<file path="config.mk">
export PLATFORM = sky130hd
export DESIGN_NAME = integer_to_radix_text_top
export DESIGN_NICKNAME = d
export VERILOG_FILES = /design/src/rtl/i2rt_pkg.sv /design/src/rtl/integer_to_radix_text_top.sv /design/src/rtl/i2rt_front.sv /design/src/rtl/i2rt_queue.sv /design/src/rtl/i2rt_back.sv
export SDC_FILE = /design/constraint.sdc
export NUM_CORES = 1
export LEC_CHECK = 0
export ABC_AREA = 1
export BUFFER_PORTS_ARGS = -buffer_cell sky130_fd_sc_hd__buf_2
export CORE_UTILIZATION = 46
export CTS_CLUSTER_DIAMETER = 150
export CTS_CLUSTER_SIZE = 30
export DETAILED_ROUTE_END_ITERATION = 10
export HOLD_SLACK_MARGIN = 0.06
export SLEW_MARGIN = 20
export SYNTH_ARGS = -nofsm -noshare
export SYNTH_HDL_FRONTEND = slang
export SYNTH_SLANG_ARGS = --single-unit
</file>
<file path="constraint.sdc">
create_clock -name i_clk -period 22.4 [get_ports i_clk]
set_clock_uncertainty 0.15 [all_clocks]
set_input_delay 3.36 -clock i_clk [delete_from_list [all_inputs] [get_ports i_clk]]
set_output_delay 3.36 -clock i_clk [all_outputs]
set_load 0.05 [all_outputs]
</file>
<file path="src/rtl/i2rt_pkg.sv">
// Shared types, constants and digit lookup for the radix text converter.
`timescale 1ns / 1ps
`default_nettype none
package i2rt_pkg;
    localparam int MAX_DIGITS_DEF = 64;
    localparam int VALUE_W        = 64;
    localparam int CNT_W          = 7;
    localparam logic [7:0] MINUS_CHAR = 8'h2D;
    localparam logic [7:0] ERROR_CHAR = 8'h00;

    typedef struct packed {
        logic [VALUE_W-1:0] mag;
        logic [4:0]         radix;
        logic               negative;
        logic               error;
    } t_job;

    function automatic logic [7:0] digit_char(input logic [3:0] d);
        logic [7:0] c;
        if (d < 4'd10) begin
            c = 8'h30 + {4'd0, d};
        end else begin
            c = 8'h37 + {4'd0, d};
        end
        return c;
    endfunction
endpackage
`default_nettype wire

</file>
<file path="src/rtl/integer_to_radix_text_top.sv">
// Top level of the integer to radix text converter.
`timescale 1ns / 1ps
`default_nettype none
// Converts a 64-bit value in a radix of 2 to 16 into ASCII characters, most
// significant first, with a leading '-' for negative signed values; invalid
// radix or the most negative signed value gives one error character. Each
// digit is found in the shared division unit (8 quotient bits per cycle),
// then the characters leave the output register one per cycle while the
// output is not stalled. A two-entry queue lets new transactions be
// accepted meanwhile.
module integer_to_radix_text_top import i2rt_pkg::*; #(
    parameter int MAX_DIGITS = MAX_DIGITS_DEF
) (
    input  wire logic               i_clk,
    input  wire logic               i_rst_n,
    input  wire logic               i_valid,
    output logic                    o_stall,
    input  wire logic [VALUE_W-1:0] i_value,
    input  wire logic               i_signed_mode,
    input  wire logic [7:0]         i_radix,
    output logic                    o_valid,
    input  wire logic               i_stall,
    output logic [7:0]              o_character,
    output logic                    o_last,
    output logic                    o_error
);
    t_job job_in, job_out;
    logic full, empty, pop;

    assign o_stall = full;

    i2rt_front u_front (
        .i_value(i_value), .i_signed_mode(i_signed_mode), .i_radix(i_radix),
        .o_job(job_in)
    );

    i2rt_queue u_queue (
        .i_clk(i_clk), .i_rst_n(i_rst_n), .i_push(i_valid && !full),
        .i_job(job_in), .o_full(full), .o_empty(empty), .i_pop(pop),
        .o_job(job_out)
    );

    i2rt_back #(.MAX_DIGITS(MAX_DIGITS)) u_back (
        .i_clk(i_clk), .i_rst_n(i_rst_n), .i_empty(empty), .i_job(job_out),
        .o_pop(pop), .o_valid(o_valid), .i_stall(i_stall),
        .o_character(o_character), .o_last(o_last), .o_error(o_error)
    );
endmodule
`default_nettype wire

</file>
<file path="src/rtl/i2rt_front.sv">
// Front end: classifies an incoming transaction into a conversion job.
`timescale 1ns / 1ps
`default_nettype none
module i2rt_front import i2rt_pkg::*; (
    input  wire logic [VALUE_W-1:0] i_value,
    input  wire logic               i_signed_mode,
    input  wire logic [7:0]         i_radix,
    output t_job                    o_job
);
    logic radix_ok;
    logic neg;
    logic most_neg;

    always_comb begin
        radix_ok = (i_radix >= 8'd2) && (i_radix <= 8'd16);
        neg      = i_signed_mode & i_value[VALUE_W-1];
        most_neg = neg && (i_value[VALUE_W-2:0] == '0);
        o_job.radix    = i_radix[4:0];
        o_job.negative = neg;
        o_job.error    = !radix_ok || most_neg;
        o_job.mag      = neg ? (~i_value + VALUE_W'(1)) : i_value;
    end
endmodule
`default_nettype wire

</file>
<file path="src/rtl/i2rt_queue.sv">
// Two-entry job queue between the front and back ends.
`timescale 1ns / 1ps
`default_nettype none
module i2rt_queue import i2rt_pkg::*; (
    input  wire logic i_clk,
    input  wire logic i_rst_n,
    input  wire logic i_push,
    input  t_job      i_job,
    output logic      o_full,
    output logic      o_empty,
    input  wire logic i_pop,
    output t_job      o_job
);
    t_job       r_mem [2];
    logic       r_wp, r_rp;
    logic [1:0] r_count;

    assign o_full  = (r_count == 2'd2);
    assign o_empty = (r_count == 2'd0);
    assign o_job   = r_mem[r_rp];

    always_ff @(posedge i_clk) begin
        if (i_push) begin
            r_mem[r_wp] <= i_job;
        end
    end

    always_ff @(posedge i_clk) begin
        if (!i_rst_n) begin
            r_wp    <= 1'b0;
            r_rp    <= 1'b0;
            r_count <= 2'd0;
        end else begin
            if (i_push) r_wp <= ~r_wp;
            if (i_pop)  r_rp <= ~r_rp;
            r_count <= r_count + {1'b0, i_push} - {1'b0, i_pop};
        end
    end
endmodule
`default_nettype wire

</file>
<file path="src/rtl/i2rt_back.sv">
// Back end: digit extraction by repeated division and character output.
`timescale 1ns / 1ps
`default_nettype none
module i2rt_back import i2rt_pkg::*; #(
    parameter int MAX_DIGITS = MAX_DIGITS_DEF
) (
    input  wire logic i_clk,
    input  wire logic i_rst_n,
    input  wire logic i_empty,
    input  t_job      i_job,
    output logic      o_pop,
    output logic      o_valid,
    input  wire logic i_stall,
    output logic [7:0] o_character,
    output logic      o_last,
    output logic      o_error
);
    localparam logic [1:0] S_IDLE = 2'd0;
    localparam logic [1:0] S_DIV  = 2'd1;
    localparam logic [1:0] S_OUT  = 2'd2;

    logic [1:0]              r_state, n_state;
    logic [VALUE_W-1:0]      r_quot, n_quot;
    logic [3:0]              r_rem, n_rem;
    logic [2:0]              r_step;
    logic [4:0]              r_radix;
    logic                    r_neg, r_err;
    logic [CNT_W-1:0]        r_cnt;
    logic [MAX_DIGITS*4-1:0] r_buf;
    logic                    r_ov, r_last, r_errout;
    logic [7:0]              r_char;
    logic                    out_free;
    logic [4:0]              t;
    logic [7:0]              total;

    assign out_free    = !r_ov || !i_stall;
    assign o_pop       = (r_state == S_IDLE) && !i_empty;
    assign o_valid     = r_ov;
    assign o_character = r_char;
    assign o_last      = r_last;
    assign o_error     = r_errout;

    always_comb begin
        n_quot = r_quot;
        n_rem  = r_rem;
        for (int j = 0; j < 8; j++) begin
            t = {n_rem, n_quot[VALUE_W-1]};
            n_quot = {n_quot[VALUE_W-2:0], t >= r_radix};
            if (t >= r_radix) t = t - r_radix;
            n_rem = t[3:0];
        end
        total = 8'(r_cnt) + {7'd0, r_neg};
    end

    always_comb begin
        n_state = r_state;
        unique case (r_state)
            S_IDLE:  if (!i_empty) n_state = i_job.error ? S_OUT : S_DIV;
            S_DIV:   if (r_step == 3'd7 && n_quot == '0) n_state = S_OUT;
            S_OUT:   if (out_free && (r_err || (!r_neg && r_cnt == CNT_W'(1))))
                         n_state = S_IDLE;
            default: n_state = S_IDLE;
        endcase
    end

    always_ff @(posedge i_clk) begin
        if (!i_rst_n) begin
            r_state <= S_IDLE;
            r_ov    <= 1'b0;
        end else begin
            r_state <= n_state;
            if (r_state == S_OUT && out_free) begin
                r_ov <= 1'b1;
            end else if (!i_stall) begin
                r_ov <= 1'b0;
            end
        end
    end

    always_ff @(posedge i_clk) begin
        unique case (r_state)
            S_IDLE: begin
                r_quot  <= i_job.mag;
                r_radix <= i_job.radix;
                r_neg   <= i_job.negative;
                r_err   <= i_job.error;
                r_rem   <= 4'd0;
                r_step  <= 3'd0;
                r_cnt   <= '0;
            end
            S_DIV: begin
                r_quot <= n_quot;
                r_step <= r_step + 3'd1;
                if (r_step == 3'd7) begin
                    r_rem <= 4'd0;
                    r_buf <= {r_buf[MAX_DIGITS*4-5:0], n_rem};
                    r_cnt <= r_cnt + CNT_W'(1);
                end else begin
                    r_rem <= n_rem;
                end
                if (r_step == 3'd7 && n_quot == '0 &&
                    (8'(r_cnt) + 8'd1 + {7'd0, r_neg}) > 8'(MAX_DIGITS)) begin
                    r_err <= 1'b1;
                end
            end
            S_OUT: begin
                if (out_free) begin
                    if (r_err) begin
                        r_char   <= ERROR_CHAR;
                        r_last   <= 1'b1;
                        r_errout <= 1'b1;
                    end else if (r_neg) begin
                        r_char   <= MINUS_CHAR;
                        r_last   <= 1'b0;
                        r_errout <= 1'b0;
                        r_neg    <= 1'b0;
                    end else begin
                        r_char   <= digit_char(r_buf[3:0]);
                        r_last   <= (r_cnt == CNT_W'(1));
                        r_errout <= 1'b0;
                        r_buf    <= {4'd0, r_buf[MAX_DIGITS*4-1:4]};
                        r_cnt    <= r_cnt - CNT_W'(1);
                    end
                end
            end
            default: ;
        endcase
    end

    a_err_last: assert property (@(posedge i_clk) disable iff (!i_rst_n)
        r_ov && r_errout |-> r_last) else $error("error item not last");
    a_minus_not_last: assert property (@(posedge i_clk) disable iff (!i_rst_n)
        r_ov && !r_errout && r_char == MINUS_CHAR |-> !r_last)
        else $error("minus marked last");
    a_digits_present: assert property (@(posedge i_clk) disable iff (!i_rst_n)
        r_state == S_OUT && !r_err |-> r_cnt != '0 && total <= 8'(MAX_DIGITS))
        else $error("no digits to emit");
endmodule
`default_nettype wire

</file>
==> reports/metrics.cfg <==
[status]
status=finished clean

[drt]
vias_per_cell=5.26
routed_wl_mm=53.3
routedWlPerCell_um=16.2
drt.antenna.violating_nets=0
dr.first_iter.drc_count=1618
firstDrtPassIters=7
via_count=17300
post-route-drc-count=0

[global_route]
grt_max_degree=217
grt_pass1_vias=16400
grtUsageTotal=0.198
antenna_found_initial=0
grt-ovfl-total=0
grt_first_pass_wirelength_mm=86.4

[synth]
synthFlopType=edfxtp_1
ys_types=52
ys_seq_area_frac=0.610
yosys.area_share.simple=0.229
synth_top_family_by_area=simple AND/OR/NAND/NOR gates
avgSynthCellArea_um2=9.54
synth_nets=2706
synth_compound_area_frac=0.0605
async_flop_share=0
synth-edff-count=492
synth-seq-cells=500
synth_mux_area_frac=0.000869
yosysWarnings=0
synthAdderAreaFrac=0.0347
synth_xor_xnor_area_share=0.0251
synth_cells=2566
synth_area_mm2=0.0245

[worst_hold_path]
hold_path_class=flop to flop
hp-start=u_queue.r_rp$_SDFFE_PN0P_
min_path_cells=1

[timing]
fin_crit_sh=0.495
hold_slack_ns=0.308
fin_tns_setup_ns=0
worst_pin_slew_ns=1.14
finalMaxSlewViolations=0
final-setup-viol-count=0
rsz0062_at_grt=no
min_period_ns=11.10
max_freq_ghz=0.0901
hold_violations=0
slew_headroom=0.232

[setup_path]
r2r_start=u_back.r_radix[1]$_DFFE_PP_
worstPathRequired_ns=22.54
reg2reg_slack_ns=11.30
crit_type=flop to flop
reg2reg_depth=65
cp_top_family=simple AND/OR/NAND/NOR gates
cp-start-kind=flop
worst-endpoint-arrival_ns=11.24
r2r_end=u_back.r_err$_SDFFCE_PP1P_
crit_path_end_kind=flop
cp_max_fo=10
slowest_stage=edfxtp_1
crit_top_cell=nand2_1
cp_num_buf_inv=9
slowest_delay_ns=0.67

[cts]
numClockSinks=500
post_cts_resized=0
cts-root-buf=clkbuf_16
cts_tree=done
cts_buffer_depth=3
cts_buffers=20
cts_setup_buffers=0
worstSkewPairLatency_ns=0.57
clkTransAtPathRegs_ns=0.11
hold_buffers=0
htreeDepth=1

[floorplanning]
num_rows=84
initial_core_util=0.466
core_mm2=0.0526
ioPinCount=89
die_h_um=233
die_x_um=233
die_area_mm2=0.0541

[placement]
hpwlAfterDp_mm=35.0
post_dp_cell_area_mm2=0.0256
globalplace.congestion=0.918
dp.cells=3259
portBuffers=87

[finish]
layout.nets=2733
drive_above_1_share=0.0715
antennaDiodeCount=0
fill_cells=4870
stdcell_count=3288
area_growth_pct=6.80
fin_area_mm2=0.0261

[flow_run]
cap_violations=0

[Yosys cell counts, types with 2 or more instances]
master    instances  share of area
nor4_1            3        0.00077
edfxtp_1        492           0.60
fa_1              8         0.0065
o21ai_1          13         0.0027
ha_1             55          0.028
o21ai_0          59          0.012
a21boi_0          2        0.00061
buf_2             6         0.0012
xor2_1           56          0.020
inv_2             6        0.00092
o211ai_1          5         0.0015
a21o_1            2        0.00061
inv_1           150          0.023
nand2_2           7         0.0018
buf_1            12         0.0018
nor2_2            7         0.0018
nand3b_1          2        0.00061
and3_1            4         0.0010
nand3_1          54          0.011
dfxtp_1           8         0.0065
nor2_4            5         0.0023
clkbuf_1         76          0.012
and2_1            4         0.0010
nor2_1          208          0.032
buf_4             2        0.00061
a31oi_1           3        0.00077
o21ai_2          10         0.0036
a21oi_1         152          0.031
xnor2_1          14         0.0050
nand4_1          25         0.0064
nand3_2           4         0.0016
a22oi_1           8         0.0025
or2_2             6         0.0015
o31ai_1           5         0.0015
nand2_1        1065           0.16
nor3_1           12         0.0025
[cells in the final DEF (no fill, tap or decap), drive strengths merged, types with 2 or more instances in the layout]
cell	count
clkbuf	27
clkinv	2
a21oi	154
edfxtp	492
ha	55
clkinvlp	2
nand2	1072
a31oi	3
and2	4
nor3	13
a21boi	3
xor2	56
nand4	25
o31ai	6
buf	101
nand3	59
nor2	220
fa	8
nand3b	2
and3	4
xnor2	14
a22oi	8
a21o	2
inv	156
dfxtp	8
o21ai	82
or2	6
nor4	3
o211ai	6
[logic make-up after synthesis]
| family | count (synthesis) |
|---|---|
| and+or+nand+nor | 1408 |
| other | 1 |
| buffers and inverters | 254 |
| DFF | 500 |
| xor gates and xnor gates | 70 |
| adders and majority gates | 63 |
| AOI/OAI and AO/OA | 268 |
| muxes | 2 |
[worst max-delay path by stage]
stage / end / startpoint / slack, ns / cells past startpoint
2_1_floorplan: u_back.r_buf[0]$_DFFE_PP_ / i_stall / 0.30 / 3
3_3_place_gp: u_back.r_err$_SDFFCE_PP1P_ / u_back.r_radix[1]$_DFFE_PP_ / 11.67 / 65
3_5_place_dp: u_back.r_err$_SDFFCE_PP1P_ / u_back.r_radix[1]$_DFFE_PP_ / 11.30 / 63
4_1_cts: u_back.r_err$_SDFFCE_PP1P_ / u_back.r_radix[1]$_DFFE_PP_ / 11.26 / 63
5_1_grt: u_back.r_err$_SDFFCE_PP1P_ / u_back.r_radix[1]$_DFFE_PP_ / 10.0 / 65
6_report: u_back.r_err$_SDFFCE_PP1P_ / u_back.r_radix[1]$_DFFE_PP_ / 11.30 / 65
[state kept, by name (all words and copies together), names as in the netlist, 3 cells and up, named ones only]
name                count
u_back.r_cnt            7
u_back.o_character      7
u_back.r_quot          64
u_back.r_step           3
u_back.r_radix          5
u_queue.r_mem         142
u_back.r_rem            4
u_back.r_buf          256
[area by class of cell]
class	count	area (µm²)	share of cell area
flip-flops and latches	500	14900	0.572
multi-input cells	1812	8610	0.329
inverters	158	599	0.0229
repair buffers	101	566	0.0216
clock inverters	2	15.0	0.000575
well taps	688	861	0.0329
clock buffers	27	548	0.0210
[through the flow]
step | setup slack [ns] | utilization
global placement | 11.67 | 0.486
global route | 10.0 | 0.497
floorplan | 0.303 | -
CTS | 11.26 | 0.497
finish | 11.30 | 0.497
detailed placement | 11.30 | 0.486
[routing by layer]
metal | part of all wire | wire length, µm | track usage
met5 | 0 | 0 | 0
met4 | 0.019 | 1000 | 0.0415
met3 | 0.041 | 2180 | 0.0205
met2 | 0.45 | 24000 | 0.313
met1 | 0.49 | 26100 | 0.295
Power is not shown: default switching activity piles up to over one toggle a cycle in this logic, so the estimate is an artifact.
